## config.mk

```make
export PLATFORM = sky130hd
export DESIGN_NAME = ddpt_mul
export DESIGN_NICKNAME = d
export VERILOG_FILES = /design/src/rtl/ddpt_pkg.sv /design/src/rtl/ddpt_mul.sv
export SDC_FILE = /design/constraint.sdc
export NUM_CORES = 2
export LEC_CHECK = 0
export BUFFER_PORTS_ARGS = -buffer_cell sky130_fd_sc_hd__buf_2
export CAP_MARGIN = 20
export CORE_MARGIN = 2
export CORE_UTILIZATION = 60
export CTS_BUF_LIST = sky130_fd_sc_hd__clkbuf_16
export CTS_CLUSTER_DIAMETER = 150
export DETAILED_ROUTE_END_ITERATION = 10
export PLACE_DENSITY = 0.81
export SYNTH_ARGS = -nofsm -noshare
export SYNTH_HDL_FRONTEND = slang
export SYNTH_SLANG_ARGS = --single-unit
```

## constraint.sdc

```tcl
create_clock -name clk -period 9.8 [get_ports clk]
set_clock_uncertainty 0.05 [all_clocks]
set_input_delay 0 -clock clk [delete_from_list [all_inputs] [get_ports clk]]
set_output_delay 0 -clock clk [all_outputs]
set_load 0.02 [all_outputs]
```

## src/rtl/ddpt_pkg.sv

```systemverilog
// ----------------------------------------------------------------------------
// ddpt_pkg
// types and constants of the differential drive profile tracker
// ----------------------------------------------------------------------------
`default_nettype none

package ddpt_pkg;

  localparam int PADDR_W = 5;

  localparam logic [6:0]  HALF_TIME_CAP = 7'd100;
  localparam logic [8:0]  HOLD_TICKS    = 9'd15;
  localparam logic [16:0] PWM_TOP       = 17'd1999;

  // register indexes
  localparam logic [2:0] REG_LIN_ACCEL    = 3'd0;
  localparam logic [2:0] REG_TURN_ACCEL   = 3'd1;
  localparam logic [2:0] REG_LIN_GAIN     = 3'd2;
  localparam logic [2:0] REG_ANG_GAIN     = 3'd3;
  localparam logic [2:0] REG_COUNTS_TO_CM = 3'd4;
  localparam logic [2:0] REG_CM_TO_ANGLE  = 3'd5;

  // opcodes
  localparam logic OP_START = 1'b0;
  localparam logic OP_TICK  = 1'b1;

  // shared multiplier operand widths
  localparam int MUL_AW = 51;
  localparam int MUL_BW = 17;
  localparam int MUL_PW = MUL_AW + MUL_BW;

  typedef struct packed {
    logic               opcode;
    logic signed [15:0] distance;
    logic signed [15:0] angle;
    logic [15:0]        right_count;
    logic [15:0]        left_count;
  } in_t;

  typedef struct packed {
    logic [10:0] right_duty;
    logic        right_forward;
    logic [10:0] left_duty;
    logic        left_forward;
    logic        preset_encoders;
    logic        moving;
    logic        last;
  } out_t;

  typedef struct packed {
    logic [15:0] lin_accel;
    logic [15:0] turn_accel;
    logic [15:0] lin_gain;
    logic [15:0] ang_gain;
    logic [15:0] counts_to_cm;
    logic [15:0] cm_to_angle;
  } cfg_t;

endpackage

`default_nettype wire

```

## src/rtl/ddpt_mul.sv

```systemverilog
// ----------------------------------------------------------------------------
// ddpt_mul
// shared signed multiplier with registered product
// ----------------------------------------------------------------------------
`default_nettype none

module ddpt_mul (
  input  wire logic                                 clk,
  input  wire logic signed [ddpt_pkg::MUL_AW-1:0]   mul_a,
  input  wire logic signed [ddpt_pkg::MUL_BW-1:0]   mul_b,
  output logic signed [ddpt_pkg::MUL_PW-1:0]        mul_p_r
);
  import ddpt_pkg::*;

  always_ff @(posedge clk) begin
    mul_p_r <= MUL_PW'(mul_a) * MUL_PW'(mul_b);
  end

endmodule

`default_nettype wire

```

==> impl_metrics.ini <==
[sta]
finalHoldViolations = 0
fmax_mhz = 132
rsz0062_at_grt = false
setup_viol = 0
finalCritPeriodShare_pct = 77.3
setup_ws_ps = 2220
period_needed_ps = 7580
tightest_slew_ps = 1010
slew_headroom_pct = 31.8
finalSetupTns_ps = 0
maxSlewViolCount = 0

[clocking]
cts_root_buffer = clkbuf_16
cts_tree = yes
cts_buffer_depth = 2
cts_setup_buffers = 0
cts_resized = 0
htree_levels = 3
cts_made_buffers = 9
cts.sinks = 68
path_clk_slew_ps = 70

[synth]
synthTopCellsByCount = inv_1 (889), fa_1 (806), nand2_1 (543), and2_1 (321)
synth_edf_count = 0
synth_nets = 4432
yosysSeqAreaShare_pct = 4.48
yosysTopAreaCellShare_pct = 53.1
synth_area_leaders = fa_1 (53%), inv_1 (11%), nand2_1 (6.7%)
synth_ff_type = dfxtp_1
synthDistinctLibCells = 77
syn_area_per_cell_um2 = 8.93
ys_ff_latch = 68
synth_most_common_cell = inv_1
syn_inst = 3404
synth_area_mm2 = 0.0304
yosysTopAreaCell = fa_1
async_flop_share_pct = 0
ys_warn_count = 0

[floorplanning]
start_util_pct = 60.7
dieArea_mm2 = 0.0525
die_w_um = 229
die_height_um = 229
core_area_mm2 = 0.0501
ios = 137
num_rows = 82

[min_path]
min_path_cells = 3
holdPathEnd = mul_p_r[1]
hold_path_class = in -> reg
min_from = mul_a[1]

[critical_path]
cp-end-kind = flip-flop
worst-path-buf-inv = 8
crit_fanout = 31
crit_type = in -> reg
cp_top_family = adder cells
cp.required_ps = 10080
worst-path-stages = 25
critical_path.max_stage_delay_ps = 620
worstPathArrival_ps = 7850
crit_slowest_cell = a31oi_1
cp-start-kind = input pin
path_common_cell = fa_1

[flow_run]
maxCapViolCount = 0

[detailed_routing]
post_drt_wl_per_cell_um = 18.4
dr.pass1.iters = 5
via_per_inst = 5.48
detail-route-antenna-nets = 0
wl_um = 75100
drt_iter0_drc = 1740
vias = 22362
drt_drc_violations_left = 0

[finish]
layout-drive-gt1-share_pct = 5.63
regMostFlops = mul_p_r
largest_reg_flops = 68
reg_top3 = mul_p_r x68
stdcell_area_mm2 = 0.0316
fill_cells = 4089
final_nets = 4432
area_delta_synth_final_pct = 4.00

[grt]
gr-total-overflow = 0
gr-usage-all-layers_pct = 30.7
antenna_found_initial = 6
grt_max_degree = 52
grt_pass1_vias = 24500
grt_pass1_wl_um = 126000

[placed_design]
port_buffers = 136
hpwl_um = 61100
placed_area_mm2 = 0.0313
gp_congestion = 0.919
post-place-ws_ps = 1930

[run_status]
outcome = finished clean
## layout make-up
cell class,count,area [µm²],area share [%]
Antenna cell,1,2.50,0.00791
Tap cell,672,841,2.66
Inverter,890,3340,10.6
Timing Repair Buffer,158,846,2.67
Multi-Input combinational cell,2277,25000,78.9
Clock buffer,9,225,0.712
Sequential cell,68,1360,4.31
Clock inverter,7,42.5,0.135
## worst max path at each step
stage          startpoint     endpoint  slack (ps)
2_1_floorplan    mul_b[8]  mul_p_r[64]        3570
6_report         mul_b[2]  mul_p_r[63]        2220
3_5_place_dp     mul_b[4]  mul_p_r[64]        1930
3_3_place_gp     mul_b[4]  mul_p_r[64]        1450
4_1_cts          mul_b[2]  mul_p_r[63]        2340
5_1_grt          mul_b[3]  mul_p_r[63]        1940
## metrics by stage
step	hold slack, ps	instances	util (%)
2_1_floorplan	189	3404	-
3_3_place_gp	366	4063	62.6
3_5_place_dp	366	4064	62.6
4_1_cts	141	4081	63.1
5_1_grt	185	4082	63.2
6_report	160	4082	63.2
## kinds of logic (layout without fill, tap and decap cells)
kind of cell,after synthesis,after routing,synth area share [%]
buf+inv,1059,1064,13.4
other cells,0,1,0
fa+ha+maj,959,959,59.4
xor+xnor,67,67,1.93
compound gates,218,218,4.71
simple gates,1032,1032,16.1
mux,1,1,0.0329
flops,68,68,4.48
## cell usage in the layout (no fill, tap or decap), types with 3 or more instances in the layout
cell type,count
a31oi_1,9
nor2b_1,8
fa_1,806
and2_1,321
clkinv_2,3
buf_4,20
nor2_1,83
dfxtp_1,68
a221o_1,5
nor3_1,9
inv_1,889
o41ai_1,4
nand2b_1,16
xor2_1,22
o211ai_1,3
xnor2_1,45
a21o_1,28
a21boi_0,3
clkbuf_16,9
o21a_1,3
buf_2,137
nand4_1,18
and4_1,3
o21ai_1,3
o21ai_0,44
o21bai_1,8
nand3_1,12
a311o_1,3
ha_1,153
nand2_1,543
a21oi_1,72
and3_1,5
## what timing repair did
action | in CTS | in global routing
setup endpoints to repair | 0 | 0
hold endpoints to repair | 1 | 0
hold buffers | 1 | 0
## layer usage
metal / GRT usage [%] / up-vias / share of wire, %
li1: - / 9705 / -
met5: 0 / - / 0.079
met1: 40.8 / 11456 / 39
met3: 6.49 / 157 / 9.3
met4: 11.0 / 10 / 3.5
met2: 50.2 / 1034 / 48
Power is left out: the tool's default activity adds up to more than one toggle a clock period on the data nets, which glitch-free logic cannot reach.
