`src/rtl/ddpt_pkg.sv`:
```
// ----------------------------------------------------------------------------
// ddpt_pkg
// types and constants of the differential drive profile tracker
// ----------------------------------------------------------------------------
`default_nettype none

package ddpt_pkg;

  localparam int PADDR_W = 5;

  localparam logic [6:0]  HALF_TIME_CAP = 7'd100;
  localparam logic [8:0]  HOLD_TICKS    = 9'd15;
  localparam logic [16:0] PWM_TOP       = 17'd1999;

  // register indexes
  localparam logic [2:0] REG_LIN_ACCEL    = 3'd0;
  localparam logic [2:0] REG_TURN_ACCEL   = 3'd1;
  localparam logic [2:0] REG_LIN_GAIN     = 3'd2;
  localparam logic [2:0] REG_ANG_GAIN     = 3'd3;
  localparam logic [2:0] REG_COUNTS_TO_CM = 3'd4;
  localparam logic [2:0] REG_CM_TO_ANGLE  = 3'd5;

  // opcodes
  localparam logic OP_START = 1'b0;
  localparam logic OP_TICK  = 1'b1;

  // shared multiplier operand widths
  localparam int MUL_AW = 51;
  localparam int MUL_BW = 17;
  localparam int MUL_PW = MUL_AW + MUL_BW;

  typedef struct packed {
    logic               opcode;
    logic signed [15:0] distance;
    logic signed [15:0] angle;
    logic [15:0]        right_count;
    logic [15:0]        left_count;
  } in_t;

  typedef struct packed {
    logic [10:0] right_duty;
    logic        right_forward;
    logic [10:0] left_duty;
    logic        left_forward;
    logic        preset_encoders;
    logic        moving;
    logic        last;
  } out_t;

  typedef struct packed {
    logic [15:0] lin_accel;
    logic [15:0] turn_accel;
    logic [15:0] lin_gain;
    logic [15:0] ang_gain;
    logic [15:0] counts_to_cm;
    logic [15:0] cm_to_angle;
  } cfg_t;

endpackage

`default_nettype wire

```
`src/rtl/ddpt_cfg.sv`:
```
// ----------------------------------------------------------------------------
// ddpt_cfg
// apb register file for accelerations, gains and scales
// ----------------------------------------------------------------------------
`default_nettype none

module ddpt_cfg (
  input  wire logic                         clk,
  input  wire logic                         rst_n,
  input  wire logic                         psel,
  input  wire logic                         penable,
  input  wire logic                         pwrite,
  input  wire logic [ddpt_pkg::PADDR_W-1:0] paddr,
  input  wire logic [31:0]                  pwdata,
  output logic [31:0]                       prdata,
  output logic                              pready,
  output ddpt_pkg::cfg_t                    cfg
);
  import ddpt_pkg::*;

  cfg_t        cfg_r;
  logic [2:0]  idx;
  logic        wr_en;

  assign idx    = paddr[4:2];
  assign wr_en  = psel && penable && pwrite;
  assign pready = 1'b1;
  assign cfg    = cfg_r;

  always_ff @(posedge clk) begin
    if (!rst_n) begin
      cfg_r.lin_accel    <= 16'd655;
      cfg_r.turn_accel   <= 16'd655;
      cfg_r.lin_gain     <= 16'd4096;
      cfg_r.ang_gain     <= 16'd4096;
      cfg_r.counts_to_cm <= 16'd16;
      cfg_r.cm_to_angle  <= 16'd256;
    end else if (wr_en) begin
      unique case (idx)
        REG_LIN_ACCEL:    cfg_r.lin_accel    <= pwdata[15:0];
        REG_TURN_ACCEL:   cfg_r.turn_accel   <= pwdata[15:0];
        REG_LIN_GAIN:     cfg_r.lin_gain     <= pwdata[15:0];
        REG_ANG_GAIN:     cfg_r.ang_gain     <= pwdata[15:0];
        REG_COUNTS_TO_CM: cfg_r.counts_to_cm <= pwdata[15:0];
        REG_CM_TO_ANGLE:  cfg_r.cm_to_angle  <= pwdata[15:0];
        default: ;
      endcase
    end
  end

  always_comb begin
    unique case (idx)
      REG_LIN_ACCEL:    prdata = {16'd0, cfg_r.lin_accel};
      REG_TURN_ACCEL:   prdata = {16'd0, cfg_r.turn_accel};
      REG_LIN_GAIN:     prdata = {16'd0, cfg_r.lin_gain};
      REG_ANG_GAIN:     prdata = {16'd0, cfg_r.ang_gain};
      REG_COUNTS_TO_CM: prdata = {16'd0, cfg_r.counts_to_cm};
      REG_CM_TO_ANGLE:  prdata = {16'd0, cfg_r.cm_to_angle};
      default:          prdata = 32'd0;
    endcase
  end

endmodule

`default_nettype wire

```
`config.mk`:
```
export PLATFORM = sky130hd
export DESIGN_NAME = ddpt_cfg
export DESIGN_NICKNAME = d
export VERILOG_FILES = /design/src/rtl/ddpt_pkg.sv /design/src/rtl/ddpt_cfg.sv
export SDC_FILE = /design/constraint.sdc
export NUM_CORES = 1
export LEC_CHECK = 0
export ABC_AREA = 0
export BUFFER_PORTS_ARGS = -buffer_cell sky130_fd_sc_hd__buf_2
export CAP_MARGIN = 25
export CORE_MARGIN = 3
export CORE_UTILIZATION = 40
export DETAILED_ROUTE_END_ITERATION = 16
export PLACE_DENSITY_LB_ADDON = 0.2
export SYNTH_ARGS = -nofsm -noshare
export SYNTH_HDL_FRONTEND = slang
export SYNTH_SLANG_ARGS = --single-unit
```
`constraint.sdc`:
```
create_clock -name clk -period 4.5 [get_ports clk]
set_clock_uncertainty 0.15 [all_clocks]
set_input_delay 0.675 -clock clk [delete_from_list [all_inputs] [get_ports clk]]
set_output_delay 0.675 -clock clk [all_outputs]
set_load 0.01 [all_outputs]
```
==> run metrics <==
Via-to-Cell Ratio between 5 and 6; Worst Hold Endpoint cfg[61]$_SDFFE_PN0P_; Req. time, crit path approximately 3.7 ns; Synth top area share 43.1%; Synth Area in Simple Gates 11.0%; routed len/inst around 17 um; full die area ~12,000 um^2; register area around 1900 um^2; fraction of layout cells with a size suffix above 1 a little under a third; Worst Reg2Reg Path Length in Cells 2; CTS resizes 0; Leak roughly 2.3 nW; Worst Setup End Kind output pin; dpl ws ~1.3 ns; minimum clock period between 3 and 4 ns; Worst path max stage delay between 0.8 and 0.9 ns; highest-delay cell along the critical path or2_1; root buffer cell clkbuf_8; # setup viols final 0; CP max FO 29; Worst Hold Class flop to flop; Cell Pwr Density between 300 and 400 nW/um^2; proportion of synthesized area in mux cells roughly 28%; Distinct cells, synth 28; Die H 112 um; MaxCap Viol Count 0; CTS tree done; worst path bufs/invs 2; Gate power share 8.3%; sequential share of power ~53%; Slew HR between 30% and 40%; final core occ ~50%; CTS sink cnt 96; GP Congestion approximately 0.84; register area share after synthesis a little over two fifths; RSZ-0062 raised after global routing no; Final Hold Fails 0; total number of vias about 3.7k; outcome complete, no violations; Final nets between 600 and 700; core area ~11,000 um^2; Worst-path clk slew around 0.090 ns; total I/O pin count around 170; ANT cells 0; Peak VDD IR ~120 uV; slew of the pin with the lowest slew margin 1.04 ns; FP Rows 37; die width approximately 110 um; clk_lat worst skew approximately 0.35 ns; most used cell, CP buf_2; hold slack roughly 0.32 ns; DRT iter0 DRCs around 220; count of final max-slew check failures 0; global route overflow 0; number of flip-flops in the largest register 96; Clk network pwr share between 30% and 40%; overall power roughly 1.6 mW; Detailed Route WL ~13,000 um; #FFs+latches synth 96; min-delay src cfg[61]$_SDFFE_PN0P_; Buffers on Ports roughly 140; leading area contributor after synthesis dfxtp_1; Post-Synthesis Cells ~460; Switching Fraction between 20% and 30%; final worst slack 1.29 ns; Compound-Gate Fraction of Synth Area between 10% and 20%; Final ANT Viol Nets 0; Tot GR Track Use 19.6%; crit path DAT 2.38 ns; Max Clock Freq 312 MHz; Synth Area in Adders 0%; Yosys Warn Count 0; type of origin of the critical path input port; first-pass GRT wire length a little under 20,000 um; cts bufs inserted 9; synthesized-area fraction occupied by xor and xnor cells 0%; largest net degree at the start of global routing 94; cell internal pwr ~1.2 mW; largest family of logic cells by synthesized area multiplexers; Final Cycle Share 71.3%; commonest non-fill, non-tap cell in the layout buf_2; area of the multi-input gates 2260 um^2; synthesized area per cell 9.68 um^2; R2R Setup Slk about 3.6 ns; Worst Hold Depth 2; Syn Std Cell Area 4460 um^2; reg-to-reg startpoint cfg[67]$_SDFFE_PN1P_; total setup buffers inserted after CTS 0; clock buffer depth 2; Area contributors post-synth dfxtp_1 (43%), mux2i_1 (24%), nand2_1 (8.1%); DRC 0; critical path class input port to output pin; RR Endpoint cfg[67]$_SDFFE_PN1P_; Hold Buf Count CTS 0; most frequent cells in the layout buf_2 (134), mux2i_1 (109), nand2_1 (96), dfxtp_1 (96), o21ai_0 (27); Area Overhead vs Synth 19.3%; Cell Chain, Critical Path buf_2, or2_1, o22a_1, o21ai_0, buf_2; H-tree level count 3; initial antenna violation count 0; critical path's top delay family simple AND/OR/NAND/NOR gates; fillers 1,019; setup TNS 0 ns; Pre-antenna DRT Iters 4; Initial Util 42.1%; vias in the first global route 3,570; DP HPWL approximately 8500 um; NetSw roughly 390 uW
[cell families after synthesis]
family                 after synthesis
muxes                              123
buffers and inverters               60
AOI/OAI and AO/OA                   67
other                                2
and+or+nand+nor                    113
DFF                                 96
[per-stage QoR]
stage	area (um^2)	cells
floorplan	4520	476
global placement	5100	701
detailed placement	5100	701
CTS	5320	716
global route	5320	716
finish	5320	716
[layout make-up]
cell class / instances / area share (%)
Sequential cell: 96 / 36.1
Timing Repair Buffer: 140 / 13.4
Inverter: 9 / 0.635
Clock buffer: 12 / 2.91
Clock inverter: 3 / 1.22
Multi-Input combinational cell: 320 / 42.5
Tap cell: 136 / 3.20
[routing by layer]
layer	vias up	wire length, um	GRT usage (%)
met1	1820	5800	26.3
met5	-	0	0
met2	114	5850	31.4
met4	0	164	7.06
li1	1799	-	-
met3	11	702	3.80
[power groups by stage]
stage	logic [mW]	clock network [mW]	registers (mW)
after floorplan	0.0975	0	0.883
final	0.135	0.631	0.861
after global placement	0.133	0	0.881
after global routing	0.147	0.675	0.863
after CTS	0.135	0.643	0.861
after detailed placement	0.135	0	0.881
[how the worst max path moves through the flow]
| stage | startpoint | endpoint | depth (start not counted) |
|---|---|---|---|
| 3_5_place_dp | paddr[3] | cfg[90]$_SDFFE_PN0P_ | 4 |
| 2_1_floorplan | paddr[2] | prdata[12] | 5 |
| 4_1_cts | paddr[3] | prdata[2] | 5 |
| 3_3_place_gp | paddr[3] | cfg[86]$_SDFFE_PN0P_ | 4 |
| 5_1_grt | paddr[3] | prdata[2] | 5 |
| 6_report | paddr[3] | prdata[5] | 5 |
[synth_stat cells]
| cell | count |
|---|---|
| nor2_2 | 2 |
| o21ai_0 | 27 |
| nor2_4 | 3 |
| nor2b_1 | 5 |
| o311ai_0 | 8 |
| inv_1 | 8 |
| buf_2 | 9 |
| buf_1 | 1 |
| clkbuf_1 | 18 |
| or2_1 | 2 |
| nand2_1 | 96 |
| mux2i_1 | 109 |
| a22oi_1 | 7 |
| buf_4 | 20 |
| and2b_1 | 1 |
| buf_6 | 3 |
| nand4b_1 | 1 |
| nand2b_1 | 2 |
| mux2_2 | 14 |
| o211ai_1 | 6 |
| dfxtp_1 | 96 |
| o22a_1 | 9 |
| a21oi_1 | 3 |
| conb_1 | 2 |
| a32oi_1 | 4 |
| nand4_2 | 1 |
| clkinv_1 | 1 |
| a221oi_1 | 3 |
[worst reg2reg max path, cell delays in order, from the launching register on]
cell	delay (ns)
dfxtp_1	0.35
o21ai_0	0.08
o311ai_0	0.18
No activity file was read; power rests on OpenSTA's default activity.
