--- config.mk ---
export PLATFORM = sky130hd
export DESIGN_NAME = ddpt_core
export DESIGN_NICKNAME = d
export VERILOG_FILES = /design/src/rtl/ddpt_pkg.sv /design/src/rtl/ddpt_core.sv
export SDC_FILE = /design/constraint.sdc
export NUM_CORES = 2
export LEC_CHECK = 0
export BUFFER_PORTS_ARGS = -buffer_cell sky130_fd_sc_hd__buf_2
export CORE_ASPECT_RATIO = 0.5
export CORE_MARGIN = 4
export CORE_UTILIZATION = 35
export DETAILED_ROUTE_END_ITERATION = 8
export SETUP_SLACK_MARGIN = 0.5
export SYNTH_ARGS = -nofsm -noshare
export SYNTH_HDL_FRONTEND = slang
export SYNTH_SLANG_ARGS = --single-unit
--- constraint.sdc ---
create_clock -name clk -period 17.4 [get_ports clk]
set_input_delay 3.48 -clock clk [delete_from_list [all_inputs] [get_ports clk]]
set_output_delay 3.48 -clock clk [all_outputs]
set_load 0.01 [all_outputs]
--- src/rtl/ddpt_pkg.sv ---
// ----------------------------------------------------------------------------
// ddpt_pkg
// types and constants of the differential drive profile tracker
// ----------------------------------------------------------------------------
`default_nettype none

package ddpt_pkg;

  localparam int PADDR_W = 5;

  localparam logic [6:0]  HALF_TIME_CAP = 7'd100;
  localparam logic [8:0]  HOLD_TICKS    = 9'd15;
  localparam logic [16:0] PWM_TOP       = 17'd1999;

  // register indexes
  localparam logic [2:0] REG_LIN_ACCEL    = 3'd0;
  localparam logic [2:0] REG_TURN_ACCEL   = 3'd1;
  localparam logic [2:0] REG_LIN_GAIN     = 3'd2;
  localparam logic [2:0] REG_ANG_GAIN     = 3'd3;
  localparam logic [2:0] REG_COUNTS_TO_CM = 3'd4;
  localparam logic [2:0] REG_CM_TO_ANGLE  = 3'd5;

  // opcodes
  localparam logic OP_START = 1'b0;
  localparam logic OP_TICK  = 1'b1;

  // shared multiplier operand widths
  localparam int MUL_AW = 51;
  localparam int MUL_BW = 17;
  localparam int MUL_PW = MUL_AW + MUL_BW;

  typedef struct packed {
    logic               opcode;
    logic signed [15:0] distance;
    logic signed [15:0] angle;
    logic [15:0]        right_count;
    logic [15:0]        left_count;
  } in_t;

  typedef struct packed {
    logic [10:0] right_duty;
    logic        right_forward;
    logic [10:0] left_duty;
    logic        left_forward;
    logic        preset_encoders;
    logic        moving;
    logic        last;
  } out_t;

  typedef struct packed {
    logic [15:0] lin_accel;
    logic [15:0] turn_accel;
    logic [15:0] lin_gain;
    logic [15:0] ang_gain;
    logic [15:0] counts_to_cm;
    logic [15:0] cm_to_angle;
  } cfg_t;

endpackage

`default_nettype wire

--- src/rtl/ddpt_core.sv ---
// ----------------------------------------------------------------------------
// ddpt_core
// sequencer and datapath around one shared multiplier
// ----------------------------------------------------------------------------
`default_nettype none

module ddpt_core (
  input  wire logic                                clk,
  input  wire logic                                rst_n,
  input  wire logic                                in_valid,
  output logic                                     in_stall,
  input  wire ddpt_pkg::in_t                       in_data,
  output logic                                     out_valid,
  input  wire logic                                out_stall,
  output ddpt_pkg::out_t                           out_data,
  input  wire ddpt_pkg::cfg_t                      cfg,
  output logic signed [ddpt_pkg::MUL_AW-1:0]       mul_a,
  output logic signed [ddpt_pkg::MUL_BW-1:0]       mul_b,
  input  wire logic signed [ddpt_pkg::MUL_PW-1:0]  mul_p
);
  import ddpt_pkg::*;

  typedef enum logic [15:0] {
    S_IDLE = 16'h0001,
    S_HSQ  = 16'h0002,
    S_HACC = 16'h0004,
    S_HCMP = 16'h0008,
    S_PR   = 16'h0010,
    S_PL   = 16'h0020,
    S_HD   = 16'h0040,
    S_TT   = 16'h0080,
    S_RR   = 16'h0100,
    S_LIN  = 16'h0200,
    S_ANG  = 16'h0400,
    S_CMD  = 16'h0800,
    S_DR   = 16'h1000,
    S_DL   = 16'h2000,
    S_DF   = 16'h4000,
    S_OUT  = 16'h8000
  } state_t;

  function automatic logic signed [31:0] sat32(input logic signed [55:0] q);
    logic signed [31:0] res;
    if (q > 56'sh0000_0000_7FFF_FFFF) res = 32'sh7FFF_FFFF;
    else if (q < -56'sh0000_0000_8000_0000) res = -32'sh8000_0000;
    else res = q[31:0];
    return res;
  endfunction

  function automatic logic [32:0] mag33(input logic signed [31:0] v);
    logic signed [32:0] w;
    w = 33'(v);
    return v[31] ? 33'(-w) : 33'(w);
  endfunction

  function automatic logic [16:0] wmag(input logic signed [32:0] v);
    logic [16:0] res;
    if (v >= 33'sd65536 || v <= -33'sd65536) res = 17'd65536;
    else if (v[32]) res = 17'(-v);
    else res = v[16:0];
    return res;
  endfunction

  state_t state_r, state_nxt;
  logic   active_r;

  logic               straight_r;
  logic [6:0]         h_r;
  logic [2:0]         bit_r;
  logic [15:0]        x_r;
  logic [7:0]         step_r;
  logic signed [15:0] tgt_d_r, tgt_a_r;
  logic signed [31:0] held_lin_r, held_ang_r;
  logic [15:0]        rcnt_r, lcnt_r;
  logic signed [32:0] pr_r, pl_r;
  logic signed [41:0] head_r;
  logic signed [42:0] err_a_r;
  logic signed [31:0] lin_r;
  logic signed [32:0] rc_r, lc_r;
  logic               end_r;
  logic [10:0]        rduty_r;
  out_t               out_r;

  logic               acc_ok;
  logic [6:0]         hcand;
  logic [15:0]        acc_sel;
  logic               in_xfer, out_xfer;
  logic signed [33:0] pdiff;
  logic [7:0]         h2;
  logic               reg0, reg1;
  logic [7:0]         m;
  logic [30:0]        rr;
  logic signed [15:0] tx;
  logic signed [32:0] sr;
  logic signed [33:0] prof, full;
  logic signed [32:0] mean;
  logic signed [34:0] err_l;
  logic signed [42:0] err_a;
  logic signed [31:0] ang_c;
  logic               hold, adv;
  logic signed [32:0] rc_c, lc_c;
  logic [8:0]         t_nxt, len;
  logic               end_c;
  logic [15:0]        x_in;

  assign in_stall  = (state_r != S_IDLE);
  assign in_xfer   = in_valid && !in_stall;
  assign out_valid = (state_r == S_OUT);
  assign out_xfer  = out_valid && !out_stall;
  assign out_data  = out_r;

  assign hcand   = h_r | (7'd1 << bit_r);
  assign acc_sel = straight_r ? cfg.lin_accel : cfg.turn_accel;
  assign acc_ok  = (hcand <= HALF_TIME_CAP) &&
                   (mul_p <= $signed(MUL_PW'({x_r, 16'd0})));

  assign pdiff = 34'($signed(mul_p[32:0])) - 34'(pr_r);

  assign h2   = {h_r, 1'b0};
  assign reg0 = step_r < {1'b0, h_r};
  assign reg1 = step_r < h2;
  assign m    = reg0 ? step_r : (reg1 ? 8'(h2 - 8'd1 - step_r) : 8'd0);

  assign rr   = mul_p[31:1];
  assign tx   = straight_r ? tgt_d_r : tgt_a_r;
  assign sr   = tx[15] ? -$signed({2'b00, rr}) : ((tx != 16'sd0) ? $signed({2'b00, rr}) : 33'sd0);
  assign full = 34'($signed({tx, 16'd0}));
  assign prof = reg0 ? 34'(sr) : (reg1 ? full - 34'(sr) : full);
  assign mean = 33'((34'(pl_r) + 34'(pr_r)) >>> 1);
  assign err_l = (straight_r ? 35'(prof) : 35'sd0) - 35'(mean);
  assign err_a = (straight_r ? 43'sd0 : 43'(prof)) - 43'(head_r);

  assign ang_c = sat32($signed(mul_p[67:12]));
  assign hold  = (step_r == {1'b0, h_r});
  assign len   = {1'b0, h2} + HOLD_TICKS;
  assign x_in  = (in_data.angle == 16'sd0) ?
                 (in_data.distance[15] ? 16'(-in_data.distance) : in_data.distance) :
                 (in_data.angle[15] ? 16'(-in_data.angle) : in_data.angle);

  always_comb begin
    rc_c = 33'(lin_r) - 33'(ang_c);
    lc_c = 33'(lin_r) + 33'(ang_c);
    adv  = 1'b1;
    if (hold) begin
      if (straight_r) begin
        rc_c = 33'(held_lin_r) - 33'(ang_c);
        lc_c = 33'(held_lin_r) + 33'(ang_c);
        adv  = mag33(lin_r) <= mag33(held_lin_r);
      end else begin
        rc_c = 33'(lin_r) - 33'(held_ang_r);
        lc_c = 33'(lin_r) + 33'(held_ang_r);
        adv  = mag33(ang_c) <= mag33(held_ang_r);
      end
    end
    t_nxt = {1'b0, step_r} + {8'd0, adv};
    end_c = t_nxt >= len;
  end

  // multiplier operand select
  always_comb begin
    mul_a = '0;
    mul_b = '0;
    unique case (state_r)
      S_HSQ: begin
        mul_a = $signed(MUL_AW'(hcand));
        mul_b = $signed(MUL_BW'(hcand));
      end
      S_HACC: begin
        mul_a = MUL_AW'(mul_p);
        mul_b = $signed(MUL_BW'(acc_sel));
      end
      S_PR: begin
        mul_a = MUL_AW'($signed({~rcnt_r[15], rcnt_r[14:0]}));
        mul_b = $signed(MUL_BW'(cfg.counts_to_cm));
      end
      S_PL: begin
        mul_a = MUL_AW'($signed({~lcnt_r[15], lcnt_r[14:0]}));
        mul_b = $signed(MUL_BW'(cfg.counts_to_cm));
      end
      S_HD: begin
        mul_a = MUL_AW'(pdiff);
        mul_b = $signed(MUL_BW'(cfg.cm_to_angle));
      end
      S_TT: begin
        mul_a = $signed(MUL_AW'(m));
        mul_b = $signed(MUL_BW'(m));
      end
      S_RR: begin
        mul_a = $signed(MUL_AW'(mul_p[15:0]));
        mul_b = $signed(MUL_BW'(acc_sel));
      end
      S_LIN: begin
        mul_a = MUL_AW'(err_l);
        mul_b = $signed(MUL_BW'(cfg.lin_gain));
      end
      S_ANG: begin
        mul_a = MUL_AW'(err_a_r);
        mul_b = $signed(MUL_BW'(cfg.ang_gain));
      end
      S_DR: begin
        mul_a = $signed(MUL_AW'(wmag(rc_r)));
        mul_b = $signed(PWM_TOP);
      end
      S_DL: begin
        mul_a = $signed(MUL_AW'(wmag(lc_r)));
        mul_b = $signed(PWM_TOP);
      end
      default: ;
    endcase
  end

  always_comb begin
    state_nxt = state_r;
    unique case (state_r)
      S_IDLE: begin
        if (in_xfer) begin
          if (in_data.opcode == OP_START) state_nxt = S_HSQ;
          else if (active_r) state_nxt = S_PR;
          else state_nxt = S_OUT;
        end
      end
      S_HSQ:  state_nxt = S_HACC;
      S_HACC: state_nxt = S_HCMP;
      S_HCMP: state_nxt = (bit_r == 3'd0) ? S_OUT : S_HSQ;
      S_PR:   state_nxt = S_PL;
      S_PL:   state_nxt = S_HD;
      S_HD:   state_nxt = S_TT;
      S_TT:   state_nxt = S_RR;
      S_RR:   state_nxt = S_LIN;
      S_LIN:  state_nxt = S_ANG;
      S_ANG:  state_nxt = S_CMD;
      S_CMD:  state_nxt = S_DR;
      S_DR:   state_nxt = S_DL;
      S_DL:   state_nxt = S_DF;
      S_DF:   state_nxt = S_OUT;
      S_OUT: begin
        if (out_xfer && !end_r) state_nxt = S_IDLE;
      end
      default: state_nxt = S_IDLE;
    endcase
  end

  always_ff @(posedge clk) begin
    if (!rst_n) begin
      state_r  <= S_IDLE;
      active_r <= 1'b0;
    end else begin
      state_r <= state_nxt;
      if (in_xfer && in_data.opcode == OP_START) active_r <= 1'b1;
      else if (state_r == S_CMD && end_c) active_r <= 1'b0;
    end
  end

  always_ff @(posedge clk) begin
    unique case (state_r)
      S_IDLE: begin
        if (in_xfer) begin
          if (in_data.opcode == OP_START) begin
            straight_r <= (in_data.angle == 16'sd0);
            tgt_d_r    <= in_data.distance;
            tgt_a_r    <= in_data.angle;
            x_r        <= x_in;
            h_r        <= 7'd0;
            bit_r      <= 3'd6;
            step_r     <= 8'd0;
            held_lin_r <= 32'sd0;
            held_ang_r <= 32'sd0;
          end else begin
            rcnt_r <= in_data.right_count;
            lcnt_r <= in_data.left_count;
            // stop result, kept only for a tick with no move running
            end_r  <= 1'b0;
            out_r  <= '{right_duty: 11'd0, right_forward: 1'b1, left_duty: 11'd0,
                        left_forward: 1'b1, preset_encoders: 1'b0, moving: 1'b0,
                        last: 1'b1};
          end
        end
      end
      S_HCMP: begin
        if (acc_ok) h_r <= hcand;
        bit_r <= bit_r - 3'd1;
        end_r <= 1'b0;
        out_r <= '{right_duty: 11'd0, right_forward: 1'b1, left_duty: 11'd0,
                   left_forward: 1'b1, preset_encoders: 1'b1, moving: 1'b1,
                   last: 1'b1};
      end
      S_PL:  pr_r    <= $signed(mul_p[32:0]);
      S_HD:  pl_r    <= $signed(mul_p[32:0]);
      S_TT:  head_r  <= $signed(mul_p[49:8]);
      S_LIN: err_a_r <= err_a;
      S_ANG: lin_r   <= sat32($signed(mul_p[67:12]));
      S_CMD: begin
        if (!hold) begin
          held_lin_r <= lin_r;
          held_ang_r <= ang_c;
        end
        step_r <= t_nxt[7:0];
        rc_r   <= rc_c;
        lc_r   <= lc_c;
        end_r  <= end_c;
      end
      S_DL: rduty_r <= mul_p[26:16];
      S_DF: begin
        out_r <= '{right_duty: rduty_r, right_forward: !rc_r[32],
                   left_duty: mul_p[26:16], left_forward: !lc_r[32],
                   preset_encoders: 1'b0, moving: 1'b1, last: !end_r};
      end
      S_OUT: begin
        // stop result after the profile ends
        if (out_xfer && end_r) begin
          end_r <= 1'b0;
          out_r <= '{right_duty: 11'd0, right_forward: 1'b1, left_duty: 11'd0,
                     left_forward: 1'b1, preset_encoders: 1'b0, moving: 1'b0,
                     last: 1'b1};
        end
      end
      default: ;
    endcase
  end

endmodule

`default_nettype wire

==> qor.csv <==
metric,value,unit
Area Overhead vs Synth,11.7,%
Reg-to-Reg End,active_r,
Highest Clock Rate,68.2,MHz
post-synth top area cell,edfxtp_1,
Die W,518,um
grt ovf,0,
worst endpoint required time,13920,ps
hold path start,active_r,
post-CTS sizing,0,
kind of end point of the critical path,output pin,
Hold Path Depth,2,
top-area cell type share of the netlist area,0.297,
vias in the first global route,40600,
Tot GR Track Use,0.253,
critical path depth,32,
initial core utilization,0.353,
Ports,330,
largest net degree at the start of global routing,112,
kind of critical path,input port to output pin,
Internal Power,2.79,mW
die area,0.136,mm2
"slowest stage cell, crit path",nor4_2,
Root Buffer,clkbuf_16,
Syn. warnings,0,
Synth Area per Inst,8.68,um2
Routed Antenna Nets,0,
setup violators final,0,
status,completed,
leakage power total,20.8,nW
Power per Cell Area,91.3,mW/mm2
fin crit share,0.842,
"slowest stage delay, CP",630,ps
worst flop-to-flop path startpoint,held_lin_r[5],
WHS Endpoint,state_r[4],
Wirelength per Cell,25.1,um
sw frac,0.398,
Peak supply drop,69.7,uV
"Async S/R FF share, synth",0,
Worst Tran Pin Value,1170,ps
r2r setup slk,8800,ps
drt total wl,181,mm
ys flop type,edfxtp_1,
"EDFF count, synth",450,
post-route setup TNS,0,ps
Num CTS Buffers,52,
core area,0.129,mm2
Psw,1.85,mW
crit start category,input port,
overall power,4.64,mW
worst-case reg-to-reg path depth,28,
Std-Cell Rows,93,
post-synthesis sequential area ratio,0.304,
CP Buf/Inv Count,3,
CTS sink cnt,467,
minimum clock period,14660,ps
CTS tree,built,
Post-Syn Area,0.0455,mm2
CP Max Fanout,11,
Synth cell types,102,
layout cell share with drive strength beyond 1,0.104,
initial DRC count,5200,
IO Port Bufs,328,
setup repair bufs after CTS,0,
cell family with most CP delay,compound AO/OA/AOI/OAI gates,
"Reg clk slew, reported paths",60,ps
via count,43000,
DRC violations left,0,
class of the worst hold path,flop to flop,
unrepaired setup endpoints after global routing,false,
clock power share,0.264,
Seq pwr share,0.310,
Synth Register Bits,467,
fin. max-slew vios,0,
combinational power share,0.426,
Worst-Skew Late Latency,670,ps
worst relative slew slack,0.219,
Vias/cell,5.96,
antenna violations before repair,8,
Synth area leaders,"edfxtp_1 (30%), ha_1 (13%), xnor2_1 (5.7%)",
max_cap viols,0,
CTS Buffer Depth,3,
Die Y,263,um
hold buffers post-CTS,0,
worst-case clock skew,39.1,ps
Detailed Routing Iterations Pass 1,7,
Layout Nets,6179,
H-Tree Depth,2,
GP Congestion,0.964,
CP Data Arrival Time,11180,ps
final hold violation count,0,
global-route wire length before repair,265,mm
HPWL after DPL,142,mm
Synth Instances,5243,
-- worst reg2reg max path: cells and delay by family, from the launching register on --
family	cells	cell delay, ps
compound gates	12	2810
fa+ha+maj	4	1240
simple gates	11	3850
flops	1	520
xor+xnor	1	120
-- how the worst max path moves through the flow --
| stage | from | to | slack [ps] |
|---|---|---|---|
| 3_5_place_dp | mul_p[9] | mul_a[43] | 2940 |
| 2_1_floorplan | mul_p[6] | mul_a[43] | 4400 |
| 5_1_grt | mul_p[9] | mul_a[43] | 2340 |
| 6_report | mul_p[9] | mul_a[43] | 2740 |
| 3_3_place_gp | mul_p[9] | mul_a[43] | 3130 |
| 4_1_cts | mul_p[9] | mul_a[43] | 2890 |
-- placed cells by master, fill, tap and decap left out, types with 42 or more instances in the layout --
cell type / Yosys / routed
nor2_1: 426 / 425
ha_1: 476 / 476
a211oi_1: 55 / 55
nand3_1: 98 / 98
mux2i_1: 43 / 42
buf_4: 1 / 65
xor2_1: 177 / 177
and2_1: 82 / 82
o41ai_1: 44 / 44
a21o_1: 138 / 138
o211ai_1: 65 / 65
clkbuf_16: 0 / 53
a31oi_1: 46 / 46
a21oi_1: 482 / 481
o31ai_1: 72 / 72
nand4_1: 68 / 68
nor2b_1: 76 / 76
xnor2_1: 296 / 296
o21a_1: 66 / 66
inv_1: 339 / 334
nor4_1: 63 / 63
nand2b_1: 79 / 79
nor3_1: 94 / 94
buf_2: 5 / 328
edfxtp_1: 450 / 450
o21ai_0: 301 / 300
o21bai_1: 62 / 62
nand2_1: 332 / 332
-- final cells by class --
type | count | area (um2)
inverters | 342 | 1280
fillers | 12900 | 78100
diodes | 5 | 12.5
clock inverters | 31 | 420
repair buffers | 395 | 2170
clock buffers | 67 | 1410
multi-input cells | 4201 | 29500
well taps | 1710 | 2140
flip-flops and latches | 467 | 13900
-- registers in the layout, indices dropped and copies added (netlist names), 27 cells and up --
signal      count
out_data       27
lc_r           32
rc_r           33
held_lin_r     32
head_r         42
pr_r           33
lin_r          32
held_ang_r     32
pl_r           33
err_a_r        43
-- power by group through the flow --
stage | logic [mW] | registers (mW) | clock network, mW
floorplan | 1.31 | 1.46 | 0
global placement | 1.91 | 1.46 | 0
detailed placement | 1.92 | 1.46 | 0
CTS | 1.94 | 1.44 | 1.25
global route | 2.15 | 1.45 | 1.30
finish | 1.98 | 1.44 | 1.22
-- Yosys cell counts, types with 43 or more instances --
| cell type | count |
|---|---|
| a211oi_1 | 55 |
| a21o_1 | 138 |
| a21oi_1 | 482 |
| a31oi_1 | 46 |
| and2_1 | 82 |
| clkbuf_1 | 211 |
| edfxtp_1 | 450 |
| ha_1 | 476 |
| inv_1 | 339 |
| mux2i_1 | 43 |
| nand2_1 | 332 |
| nand2b_1 | 79 |
| nand3_1 | 98 |
| nand4_1 | 68 |
| nor2_1 | 426 |
| nor2b_1 | 76 |
| nor3_1 | 94 |
| nor4_1 | 63 |
| o211ai_1 | 65 |
| o21a_1 | 66 |
| o21ai_0 | 301 |
| o21bai_1 | 62 |
| o31ai_1 | 72 |
| o41ai_1 | 44 |
| xnor2_1 | 296 |
| xor2_1 | 177 |
-- kinds of logic after synthesis --
logic type	synth area share
AOI/OAI and AO/OA	0.239
xor gates and xnor gates	0.0914
adders and majority gates	0.136
buffers and inverters	0.0481
DFF	0.304
muxes	0.0139
other	0.000165
and+or+nand+nor	0.167
-- metal layers --
metal | share of wire | vias up | global-route usage
met5 | 0.00012 | - | 0
met4 | 0.020 | 4 | 0.0535
met3 | 0.084 | 193 | 0.0377
met2 | 0.42 | 1777 | 0.378
met1 | 0.47 | 21200 | 0.382
li1 | - | 19900 | -
-- metrics by stage --
step	util	setup slack (ps)	hold slack [ps]	std cells	instance area (um2)
after floorplan	-	4400	445	5246	45500
after global placement	0.380	3130	470	7115	49000
after detailed placement	0.380	2940	473	7115	49000
after CTS	0.394	2890	485	7213	50800
after global routing	0.394	2340	512	7215	50800
final	0.394	2740	490	7218	50800
(Power assumes the default switching activity.)
